File: src/hdl/cbm_pkg.sv
// Shared types, constants and helpers for the compressed bitmap AND/OR merge block.
package cbm_pkg;

  localparam int WORD_W          = 32;
  localparam int CNT_W           = 27;
  localparam int DEF_QUEUE_DEPTH = 2;

  localparam logic [WORD_W-1:0] MSB_WORD  = 32'h8000_0000;
  localparam logic [WORD_W-1:0] ONES_WORD = 32'hFFFF_FFFF;

  // input command codes
  typedef enum logic [1:0] {
    CMD_LOAD_A = 2'd0,
    CMD_LOAD_B = 2'd1,
    CMD_CLEAR  = 2'd2
  } cmd_e;

  // class of a queued item
  typedef enum logic [1:0] {
    KIND_LOAD  = 2'd0,
    KIND_CLEAR = 2'd1,
    KIND_NOP   = 2'd2
  } kind_e;

  // decoded item passed from front to back
  typedef struct packed {
    kind_e              kind;
    logic               stream;
    logic               lit_valid;
    logic [WORD_W-1:0]  literal;
    logic               fill_value;
    logic [CNT_W-1:0]   fill_count;
  } item_t;

  // one result as presented on the output channel
  typedef struct packed {
    logic [WORD_W-1:0]  word;
    logic [CNT_W-1:0]   count;
    logic [1:0]         want;
    logic               misuse;
    logic               last;
  } res_t;

  function automatic logic [WORD_W-1:0] fill_word(input logic value);
    return value ? ONES_WORD : MSB_WORD;
  endfunction

endpackage

File: src/hdl/cbm_front.sv
// Front end: takes input transfers, classifies the command and decodes the code word.
module cbm_front (
  input  logic                       in_valid_i,
  output logic                       in_stall_o,
  input  logic [1:0]                 cmd_i,
  input  logic [cbm_pkg::WORD_W-1:0] code_word_i,
  output logic                       push_valid_o,
  input  logic                       push_ready_i,
  output cbm_pkg::item_t             push_item_o
);
  import cbm_pkg::*;

  logic [2:0]        len;
  logic [4:0]        len_x3;
  logic [4:0]        cbits;
  logic [4:0]        pos;
  logic [WORD_W-1:0] lit_mask;
  logic [WORD_W-1:0] cnt_mask;
  logic [WORD_W-1:0] lit_raw;
  logic [WORD_W-1:0] lit_shift;
  logic [WORD_W-1:0] cnt_bits;

  assign len       = code_word_i[29:27];
  assign len_x3    = {2'b00, len} + {1'b0, len, 1'b0};
  assign cbits     = 5'd23 - len_x3;
  assign lit_mask  = (32'h1 << len_x3) - 32'h1;
  assign cnt_mask  = (32'h1 << cbits) - 32'h1;
  assign lit_raw   = (code_word_i >> cbits) & lit_mask;
  assign pos       = {code_word_i[26:23], 1'b0};
  assign lit_shift = lit_raw << pos;
  assign cnt_bits  = code_word_i & cnt_mask;

  assign in_stall_o   = !push_ready_i;
  assign push_valid_o = in_valid_i;

  always_comb begin
    push_item_o        = '0;
    push_item_o.stream = cmd_i[0];
    unique case (cmd_i)
      CMD_LOAD_A, CMD_LOAD_B: push_item_o.kind = KIND_LOAD;
      CMD_CLEAR:              push_item_o.kind = KIND_CLEAR;
      default:                push_item_o.kind = KIND_NOP;
    endcase

    if (code_word_i[31]) begin
      // plain literal word, empty fill
      push_item_o.lit_valid = 1'b1;
      push_item_o.literal   = code_word_i;
    end else begin
      push_item_o.fill_value = code_word_i[30];
      if (len == 3'd0) begin
        push_item_o.fill_count = code_word_i[CNT_W-1:0];
      end else begin
        // dirty word ahead of a short fill
        push_item_o.lit_valid  = 1'b1;
        push_item_o.literal    = lit_shift | MSB_WORD;
        push_item_o.fill_count = cnt_bits[CNT_W-1:0];
      end
    end
  end

endmodule

File: src/hdl/cbm_queue.sv
// Short FIFO of decoded items between front end and back end.
module cbm_queue #(
  parameter int DEPTH = cbm_pkg::DEF_QUEUE_DEPTH
) (
  input  logic           clk_i,
  input  logic           rst_ni,
  input  logic           push_valid_i,
  output logic           push_ready_o,
  input  cbm_pkg::item_t push_item_i,
  output logic           pop_valid_o,
  input  logic           pop_ready_i,
  output cbm_pkg::item_t pop_item_o
);
  import cbm_pkg::*;

  localparam int PTR_W = $clog2(DEPTH);
  localparam int OCC_W = $clog2(DEPTH + 1);

  item_t            mem_q [DEPTH];
  logic [PTR_W-1:0] wr_q, wr_d, rd_q, rd_d;
  logic [OCC_W-1:0] occ_q, occ_d;
  logic             push, pop;

  assign push_ready_o = occ_q != OCC_W'(DEPTH);
  assign pop_valid_o  = occ_q != '0;
  assign pop_item_o   = mem_q[rd_q];
  assign push         = push_valid_i && push_ready_o;
  assign pop          = pop_valid_o && pop_ready_i;

  always_comb begin
    wr_d  = wr_q;
    rd_d  = rd_q;
    occ_d = occ_q;
    if (push) begin
      wr_d = (wr_q == PTR_W'(DEPTH - 1)) ? '0 : wr_q + 1'b1;
    end
    if (pop) begin
      rd_d = (rd_q == PTR_W'(DEPTH - 1)) ? '0 : rd_q + 1'b1;
    end
    if (push && !pop) begin
      occ_d = occ_q + 1'b1;
    end else if (pop && !push) begin
      occ_d = occ_q - 1'b1;
    end
  end

  always_ff @(posedge clk_i or negedge rst_ni) begin
    if (!rst_ni) begin
      wr_q  <= '0;
      rd_q  <= '0;
      occ_q <= '0;
    end else begin
      wr_q  <= wr_d;
      rd_q  <= rd_d;
      occ_q <= occ_d;
    end
  end

  always_ff @(posedge clk_i) begin
    if (push) begin
      mem_q[wr_q] <= push_item_i;
    end
  end

  a_occ_bound: assert property (@(posedge clk_i) disable iff (!rst_ni)
    occ_q <= OCC_W'(DEPTH))
    else $error("queue occupancy beyond depth");

endmodule

File: src/hdl/cbm_back.sv
// Back end: stream state, two-step merge per item and result buffer.
module cbm_back (
  input  logic           clk_i,
  input  logic           rst_ni,
  input  logic           op_mode_i,
  input  logic           pop_valid_i,
  output logic           pop_ready_o,
  input  cbm_pkg::item_t pop_item_i,
  output logic           out_valid_o,
  input  logic           out_stall_i,
  output cbm_pkg::res_t  out_res_o
);
  import cbm_pkg::*;

  typedef enum logic [1:0] {
    ST_LIT  = 2'b01,
    ST_FILL = 2'b10
  } state_e;

  state_e state_q, state_d;

  // per-stream state, index 0 = A, 1 = B
  logic [1:0]             lv_q, lv_d;
  logic [1:0][WORD_W-1:0] lit_q, lit_d;
  logic [1:0]             fv_q, fv_d;
  logic [1:0][CNT_W-1:0]  fill_q, fill_d;
  logic [1:0]             exh;

  // item held between the two steps
  logic              pend_load_q, pend_load_d;
  logic              pend_misuse_q, pend_misuse_d;
  logic              lit_run_q, lit_run_d;
  logic [WORD_W-1:0] lit_word_q, lit_word_d;

  // result buffer
  res_t       buf_q [2];
  logic [1:0] cnt_q, cnt_d;
  logic       rd_q, rd_d;
  logic       buf_free, buf_wr, out_xfer;
  res_t       res0, res1;
  logic [1:0] res_n;

  // step one signals
  logic                   is_load, do_load, misuse;
  logic [1:0]             l_lv, l_fv, l_exh;
  logic [1:0][WORD_W-1:0] l_lit, side;
  logic [1:0][CNT_W-1:0]  l_fill, s_fill;
  logic                   lstep;
  logic [WORD_W-1:0]      lit_word;

  // step two signals
  logic                  fstep, a_lt;
  logic [CNT_W:0]        diff_ab;
  logic [CNT_W-1:0]      diff_ba, run_cnt;
  logic [1:0][CNT_W-1:0] n_fill;
  logic [1:0]            want;
  logic [WORD_W-1:0]     fw_a, fw_b, fill_merged;
  res_t                  e_lit, e_fill, e_stat;

  for (genvar k = 0; k < 2; k++) begin : g_exh
    assign exh[k]   = !lv_q[k] && (fill_q[k] == '0);
    assign l_exh[k] = !l_lv[k] && (l_fill[k] == '0);
  end

  // load the decoded word, then one literal step if it applies
  always_comb begin
    is_load = pop_item_i.kind == KIND_LOAD;
    do_load = is_load && exh[pop_item_i.stream];
    misuse  = is_load && !exh[pop_item_i.stream];
    for (int k = 0; k < 2; k++) begin
      if (do_load && (pop_item_i.stream == 1'(k))) begin
        l_lv[k]   = pop_item_i.lit_valid;
        l_lit[k]  = pop_item_i.literal;
        l_fv[k]   = pop_item_i.fill_value;
        l_fill[k] = pop_item_i.fill_count;
      end else begin
        l_lv[k]   = lv_q[k];
        l_lit[k]  = lit_q[k];
        l_fv[k]   = fv_q[k];
        l_fill[k] = fill_q[k];
      end
    end
    lstep = do_load && !l_exh[0] && !l_exh[1] && (l_lv[0] || l_lv[1]);
    for (int k = 0; k < 2; k++) begin
      side[k]   = l_lv[k] ? l_lit[k] : fill_word(l_fv[k]);
      s_fill[k] = (lstep && !l_lv[k]) ? l_fill[k] - 1'b1 : l_fill[k];
    end
    lit_word = op_mode_i ? (side[0] | side[1]) : (side[0] & side[1]);
  end

  // fill step: both sides are pure fills here
  assign fstep   = (state_q == ST_FILL) && pend_load_q && !exh[0] && !exh[1];
  assign diff_ab = {1'b0, fill_q[0]} - {1'b0, fill_q[1]};
  assign diff_ba = fill_q[1] - fill_q[0];
  assign a_lt    = diff_ab[CNT_W];
  assign run_cnt = a_lt ? fill_q[0] : fill_q[1];
  assign fw_a    = fill_word(fv_q[0]);
  assign fw_b    = fill_word(fv_q[1]);
  assign fill_merged = op_mode_i ? (fw_a | fw_b) : (fw_a & fw_b);

  always_comb begin
    n_fill = fill_q;
    if (fstep) begin
      n_fill[0] = a_lt ? '0 : diff_ab[CNT_W-1:0];
      n_fill[1] = a_lt ? diff_ba : '0;
    end
    for (int k = 0; k < 2; k++) begin
      want[k] = !lv_q[k] && (n_fill[k] == '0);
    end

    e_lit.word   = lit_word_q;
    e_lit.count  = CNT_W'(1);
    e_lit.want   = want;
    e_lit.misuse = pend_misuse_q;
    e_lit.last   = !fstep;

    e_fill.word   = fill_merged;
    e_fill.count  = run_cnt;
    e_fill.want   = want;
    e_fill.misuse = pend_misuse_q;
    e_fill.last   = 1'b1;

    e_stat.word   = '0;
    e_stat.count  = '0;
    e_stat.want   = want;
    e_stat.misuse = pend_misuse_q;
    e_stat.last   = 1'b1;

    priority if (lit_run_q) begin
      res0 = e_lit;
    end else if (fstep) begin
      res0 = e_fill;
    end else begin
      res0 = e_stat;
    end
    res1  = e_fill;
    res_n = (lit_run_q && fstep) ? 2'd2 : 2'd1;
  end

  assign out_valid_o = cnt_q != 2'd0;
  assign out_res_o   = buf_q[rd_q];
  assign out_xfer    = out_valid_o && !out_stall_i;
  assign buf_free    = (cnt_q == 2'd0) || ((cnt_q == 2'd1) && out_xfer);
  assign pop_ready_o = state_q == ST_LIT;
  assign buf_wr      = (state_q == ST_FILL) && buf_free;

  always_comb begin
    state_d       = state_q;
    lv_d          = lv_q;
    lit_d         = lit_q;
    fv_d          = fv_q;
    fill_d        = fill_q;
    pend_load_d   = pend_load_q;
    pend_misuse_d = pend_misuse_q;
    lit_run_d     = lit_run_q;
    lit_word_d    = lit_word_q;
    unique case (state_q)
      ST_LIT: begin
        if (pop_valid_i) begin
          if (pop_item_i.kind == KIND_CLEAR) begin
            lv_d   = '0;
            lit_d  = '0;
            fv_d   = '0;
            fill_d = '0;
          end else begin
            lv_d   = lstep ? 2'b00 : l_lv;
            lit_d  = l_lit;
            fv_d   = l_fv;
            fill_d = s_fill;
          end
          pend_load_d   = do_load;
          pend_misuse_d = misuse;
          lit_run_d     = lstep;
          lit_word_d    = lit_word;
          state_d       = ST_FILL;
        end
      end
      ST_FILL: begin
        if (buf_free) begin
          fill_d  = n_fill;
          state_d = ST_LIT;
        end
      end
      default: state_d = ST_LIT;
    endcase

    cnt_d = cnt_q;
    rd_d  = rd_q;
    if (buf_wr) begin
      cnt_d = res_n;
      rd_d  = 1'b0;
    end else if (out_xfer) begin
      cnt_d = cnt_q - 1'b1;
      rd_d  = !rd_q;
    end
  end

  always_ff @(posedge clk_i or negedge rst_ni) begin
    if (!rst_ni) begin
      state_q       <= ST_LIT;
      lv_q          <= '0;
      lit_q         <= '0;
      fv_q          <= '0;
      fill_q        <= '0;
      pend_load_q   <= 1'b0;
      pend_misuse_q <= 1'b0;
      lit_run_q     <= 1'b0;
      cnt_q         <= '0;
      rd_q          <= 1'b0;
    end else begin
      state_q       <= state_d;
      lv_q          <= lv_d;
      lit_q         <= lit_d;
      fv_q          <= fv_d;
      fill_q        <= fill_d;
      pend_load_q   <= pend_load_d;
      pend_misuse_q <= pend_misuse_d;
      lit_run_q     <= lit_run_d;
      cnt_q         <= cnt_d;
      rd_q          <= rd_d;
    end
  end

  always_ff @(posedge clk_i) begin
    lit_word_q <= lit_word_d;
    if (buf_wr) begin
      buf_q[0] <= res0;
      buf_q[1] <= res1;
    end
  end

  a_fill_no_lit: assert property (@(posedge clk_i) disable iff (!rst_ni)
    fstep |-> (!lv_q[0] && !lv_q[1]))
    else $error("fill step with a literal still pending");

  a_buf_bound: assert property (@(posedge clk_i) disable iff (!rst_ni)
    cnt_q <= 2'd2)
    else $error("result buffer count out of range");

  a_tail_last: assert property (@(posedge clk_i) disable iff (!rst_ni)
    (cnt_q == 2'd1) |-> out_res_o.last)
    else $error("final buffered result not flagged last");

  a_pop_to_fill: assert property (@(posedge clk_i) disable iff (!rst_ni)
    (pop_valid_i && pop_ready_o) |=> (state_q == ST_FILL))
    else $error("no fill step after item pop");

endmodule

File: src/hdl/compressed_bitmap_and_or_merge_top.sv
// Top level: merge of two compressed bitmap streams by AND or OR.
// An accepted item is queued, then taken by the back end's literal step and fill step on the
// shared stream state; the back end takes a new item only after the fill step of the last one.
// Each item gives one or two results, one per cycle while the receiver does not stall.
// The queue lets items be taken while results wait to be transferred.
// Reset clears op_mode, both streams' state, the item queue and the result buffer.
module compressed_bitmap_and_or_merge_top #(
  parameter int QUEUE_DEPTH = cbm_pkg::DEF_QUEUE_DEPTH
) (
  input  logic                       clk_i,
  input  logic                       rst_ni,
  input  logic                       in_valid_i,
  output logic                       in_stall_o,
  input  logic [1:0]                 cmd_i,
  input  logic [cbm_pkg::WORD_W-1:0] code_word_i,
  output logic                       out_valid_o,
  input  logic                       out_stall_i,
  output logic [cbm_pkg::WORD_W-1:0] result_word_o,
  output logic [cbm_pkg::CNT_W-1:0]  repeat_count_o,
  output logic [1:0]                 want_streams_o,
  output logic                       misuse_error_o,
  output logic                       last_o,
  input  logic                       cfg_valid_i,
  output logic                       cfg_ready_o,
  input  logic                       cfg_op_mode_i
);
  import cbm_pkg::*;

  logic  op_mode_q;
  logic  push_valid, push_ready, pop_valid, pop_ready;
  item_t push_item, pop_item;
  res_t  out_res;

  assign cfg_ready_o = 1'b1;

  always_ff @(posedge clk_i or negedge rst_ni) begin
    if (!rst_ni) begin
      op_mode_q <= 1'b0;
    end else if (cfg_valid_i && cfg_ready_o) begin
      op_mode_q <= cfg_op_mode_i;
    end
  end

  cbm_front u_front (
    .in_valid_i   (in_valid_i),
    .in_stall_o   (in_stall_o),
    .cmd_i        (cmd_i),
    .code_word_i  (code_word_i),
    .push_valid_o (push_valid),
    .push_ready_i (push_ready),
    .push_item_o  (push_item)
  );

  cbm_queue #(
    .DEPTH (QUEUE_DEPTH)
  ) u_queue (
    .clk_i        (clk_i),
    .rst_ni       (rst_ni),
    .push_valid_i (push_valid),
    .push_ready_o (push_ready),
    .push_item_i  (push_item),
    .pop_valid_o  (pop_valid),
    .pop_ready_i  (pop_ready),
    .pop_item_o   (pop_item)
  );

  cbm_back u_back (
    .clk_i       (clk_i),
    .rst_ni      (rst_ni),
    .op_mode_i   (op_mode_q),
    .pop_valid_i (pop_valid),
    .pop_ready_o (pop_ready),
    .pop_item_i  (pop_item),
    .out_valid_o (out_valid_o),
    .out_stall_i (out_stall_i),
    .out_res_o   (out_res)
  );

  assign result_word_o  = out_res.word;
  assign repeat_count_o = out_res.count;
  assign want_streams_o = out_res.want;
  assign misuse_error_o = out_res.misuse;
  assign last_o         = out_res.last;

endmodule

File: config.mk
export PLATFORM = sky130hd
export DESIGN_NAME = compressed_bitmap_and_or_merge_top
export DESIGN_NICKNAME = d
export VERILOG_FILES = /design/src/hdl/cbm_pkg.sv /design/src/hdl/cbm_front.sv /design/src/hdl/cbm_queue.sv /design/src/hdl/cbm_back.sv /design/src/hdl/compressed_bitmap_and_or_merge_top.sv
export SDC_FILE = /design/constraint.sdc
export NUM_CORES = 1
export LEC_CHECK = 0
export BUFFER_PORTS_ARGS = -buffer_cell sky130_fd_sc_hd__clkbuf_2
export CORE_ASPECT_RATIO = 2
export CORE_MARGIN = 5
export CORE_UTILIZATION = 41
export DETAILED_ROUTE_END_ITERATION = 6
export GPL_TIMING_DRIVEN = 0
export PLACE_DENSITY = 0.56
export SLEW_MARGIN = 30
export SYNTH_ARGS = -nofsm -noshare
export SYNTH_HDL_FRONTEND = slang
export SYNTH_SLANG_ARGS = --single-unit
File: constraint.sdc
create_clock -name clk_i -period 4.25 [get_ports clk_i]
set_clock_uncertainty 0.1 [all_clocks]
set_input_delay 0.425 -clock clk_i [delete_from_list [all_inputs] [get_ports clk_i]]
set_output_delay 0.425 -clock clk_i [all_outputs]
set_load 0.005 [all_outputs]
==> flow_metrics.tcl <==
set metrics [dict create \
    syn-num-nets 3233 \
    seqCellArea_um2 10900 \
    viasPerCell 6.29 \
    hold_viol 0 \
    cts_buffer_depth 3 \
    clock.fmax_ghz 0.234 \
    grt_first_pass_wirelength_um 167000 \
    die_area_um2 73300 \
    holdPathEnd "u_queue.mem_q[0][63]$_DFFE_PP_" \
    gr-usage-met2 0.491 \
    fin_crit_ns 4.28 \
    max_cap_violations 0 \
    hp-class "input port to flop" \
    cp_num_buf_inv 5 \
    antenna_left 0 \
    wl_um 114000 \
    met1_usage 0.371 \
    synth_edf_count 249 \
    r2r_cells 12 \
    relSlewSlack 0.256 \
    netlist_instances 3119 \
    wire_per_inst_um 27.0 \
    first_pass_iters 6 \
    drv_slew 0 \
    syn_area_um2 27800 \
    violations "setup timing" \
    worst_slack_ns -0.0274 \
    ys_seq_area_frac 0.391 \
    core_area_um2 67400 \
    arrival_ns 4.56 \
    setup_viol 2 \
    r2r_end "u_back.buf_q[0][2]$_DFFE_PP_" \
    layout-drive-gt1-share 0.170 \
    fp.dieH_um 378 \
    place.gp.congestion 1.09 \
    cp-end-kind "flop" \
    finalCritPeriodShare 1.01 \
    crit_path_top_delay_cell "clkbuf_1" \
    power_density_nw_per_um2 887 \
    grt_use_met3 0.0668 \
    synthDistinctLibCells 106 \
    final_nets 3417 \
    min_from "cmd_i[1]" \
    hold_path_depth 2 \
    drc 0 \
    cp_max_fo 10 \
    grt.total_usage 0.299 \
    reg2reg_slack_ns 0.03 \
    multi_input_area_um2 16300 \
    crit_chain "buf_8 -> clkinvlp_4 -> ha_2 -> a21oi_2 -> clkbuf_1 -> clkbuf_1 -> clkbuf_1 -> o2111ai_1 -> o211ai_1 -> mux2i_1 -> mux4_2 -> a22oi_2" \
    worst_path_dominant_cell_family "buffers and inverters" \
    ys_seq_elements 384 \
    rows 135 \
    clk_latency_ns 0.58 \
    fillers 6535 \
    grt_antenna_before_repair 2 \
    grt_max_degree 70 \
    rr_startpoint "u_back.fill_q[46]$_DFFE_PN0P_" \
    first_global_vias 25700 \
    initial_core_util 0.412 \
    hpwl_um 88900 \
    p_leak_uw 0.0124 \
    worstMarginPinSlew_ns 1.09 \
    syn_avg_cell_area_um2 8.90 \
    drt_iter0_drc 3009 \
    yosys_warnings 0 \
    cts.htree.levels 2 \
    cts_tree "yes" \
    numPortBuffers 102 \
    ys_async_sr_fraction 0.352 \
    rsz0062_at_grt "yes" \
    status "finished, violations left" \
    worstSetupPathType "input port to flop" \
    busiest_layer "met2" \
    grt.overflow.total 0 \
    cts-root-buf "clkbuf_16" \
    crit_path_start_kind "input port" \
    area.growth.synth_to_final_pct 15.9 \
    cts.sinks 384 \
    fin_tns_setup_ns -0.0547 \
    fin_area_um2 32200 \
    post_dp_cell_area_um2 29700 \
    synthFlopType "edfxtp_1" \
    vdd_drop_max_mv 0.608 \
    cp_slowest_stage_delay_ns 0.54 \
    cpMostUsedCell "clkbuf_1" \
    required_ns 4.53 \
    routed-via-count 26600 \
    ios 106 \
    clkTransAtPathRegs_ns 0.06 \
    die_x_um 194 \
    numCtsBuffers 39 \
]
-- per-stage QoR --
stage | hold WS, ns | instances | total power [uW] | utilization | setup slack, ns
finish | 0.101 | 4225 | 28600 | 0.478 | -0.0274
global route | 0.0984 | 4224 | 30000 | 0.478 | -0.0680
CTS | 0.0692 | 4216 | 27300 | 0.471 | 0.000111
detailed placement | 0.197 | 4118 | 23300 | 0.441 | -1.77
global placement | 0.361 | 4111 | 23100 | 0.437 | -2.14
floorplan | 0.0294 | 3119 | 17300 | - | 0.0136
-- cell families after synthesis --
group	after synthesis	share of synthesized area
flip-flops	384	0.391
XOR/XNOR	87	0.0274
AND/OR/NAND/NOR	1005	0.173
AO/OA/AOI/OAI	963	0.220
adder cells (fa/ha/maj)	106	0.0457
buffers and inverters	374	0.0531
multiplexers	199	0.0894
other	1	0.000135
-- cell usage after synthesis, types with 18 or more instances --
cell type,number,area share
nor4_1,43,0.0097
dfrtp_1,134,0.12
mux2i_1,97,0.035
and3_1,23,0.0052
a31oi_1,33,0.0074
a21oi_1,227,0.041
xor2_1,36,0.011
and2_1,41,0.0092
buf_2,26,0.0047
o211ai_1,24,0.0065
nand2_1,350,0.047
nand4_1,35,0.0079
mux4_2,31,0.025
or3_1,24,0.0054
a211oi_1,39,0.011
ha_1,71,0.032
mux2_2,69,0.028
nand2b_1,18,0.0041
nor2_1,232,0.031
nand3_1,74,0.013
xnor2_1,51,0.016
edfxtp_1,249,0.27
inv_1,135,0.018
a22oi_1,34,0.0092
nor3_1,79,0.014
maj3_1,32,0.012
a21o_1,34,0.0092
o21ai_0,331,0.060
clkbuf_1,189,0.026
-- per-layer routing --
metal | wire [um] | vias to the layer above
met4 | 7420 | 2
met2 | 52200 | 1593
met3 | 10800 | 390
li1 | - | 11900
met1 | 43400 | 12700
met5 | 57 | -
-- area by class of cell --
type	instances	share of cell area
antenna	1	0.0000777
buffer	222	0.0341
clock buffer	53	0.0331
clock inverter	19	0.00400
inverter	136	0.0164
multi-input combinational	2361	0.505
sequential	384	0.338
tap	890	0.0346
timing repair buffer	159	0.0345
-- report_power, final --
group	total (uW)	internal [uW]	switching, uW	leakage (uW)
Combinational	19100	6650	12500	0.00768
Sequential	6060	5300	767	0.00416
Clock	3340	1830	1510	0.000590
Total	28500	13800	14800	0.0124
-- worst max-delay path by stage --
stage                                        startpoint  cells past startpoint                        endpoint
after global routing                    code_word_i[28]                     12  u_queue.mem_q[1][45]$_DFFE_PP_
after global placement                  code_word_i[28]                     14  u_queue.mem_q[0][45]$_DFFE_PP_
after floorplan                         code_word_i[27]                     18  u_queue.mem_q[0][58]$_DFFE_PP_
final                                   code_word_i[28]                     12  u_queue.mem_q[1][45]$_DFFE_PP_
after CTS                 u_back.fill_q[14]$_DFFE_PN0P_                     16   u_back.fill_q[20]$_DFFE_PN0P_
after detailed placement  u_back.fill_q[51]$_DFFE_PN0P_                     16   u_back.fill_q[53]$_DFFE_PN0P_
-- placed cells by master (no fill, tap or decap), types with 65 or more instances in the layout --
cell type	count
nor3_1	73
mux2i_1	86
nand3_1	72
ha_1	65
inv_1	129
clkbuf_1	143
nor2_1	222
mux2_2	68
o21ai_0	316
edfxtp_1	249
clkbuf_2	131
nand2_1	346
dfrtp_1	122
a21oi_1	219
-- repair_timing --
item | 4_1_cts | 5_1_grt
pin swaps | 16 | 21
gates resized for setup | 162 | 121
setup buffers | 29 | 17
setup endpoints to repair | 313 | 169
hold buffers | 4 | 0
endpoints found under the hold margin | 83 | 0
-- worst register-to-register path: cells and delay by family, from the launching register on --
family	cells	cell delay [ns]
and+or+nand+nor	4	1.37
AOI/OAI and AO/OA	5	1.29
DFF	1	0.53
adders and majority gates	1	0.28
buffers and inverters	2	0.44
-- state kept, by name (all words and copies together), names as in the netlist --
register,count
u_queue.occ_q,2
u_back.pend_load_q,1
u_back.state_q,2
op_mode_q,1
u_back.buf_q,91
u_back.fill_q,54
u_queue.wr_q,1
u_back.fv_q,2
u_back.lit_run_q,1
u_back.rd_q,1
u_queue.mem_q,126
u_queue.rd_q,1
u_back.pend_misuse_q,1
u_back.lit_word_q,32
u_back.cnt_q,2
u_back.lv_q,2
u_back.lit_q,64
Note: power is estimated with default switching activity, not from simulation.
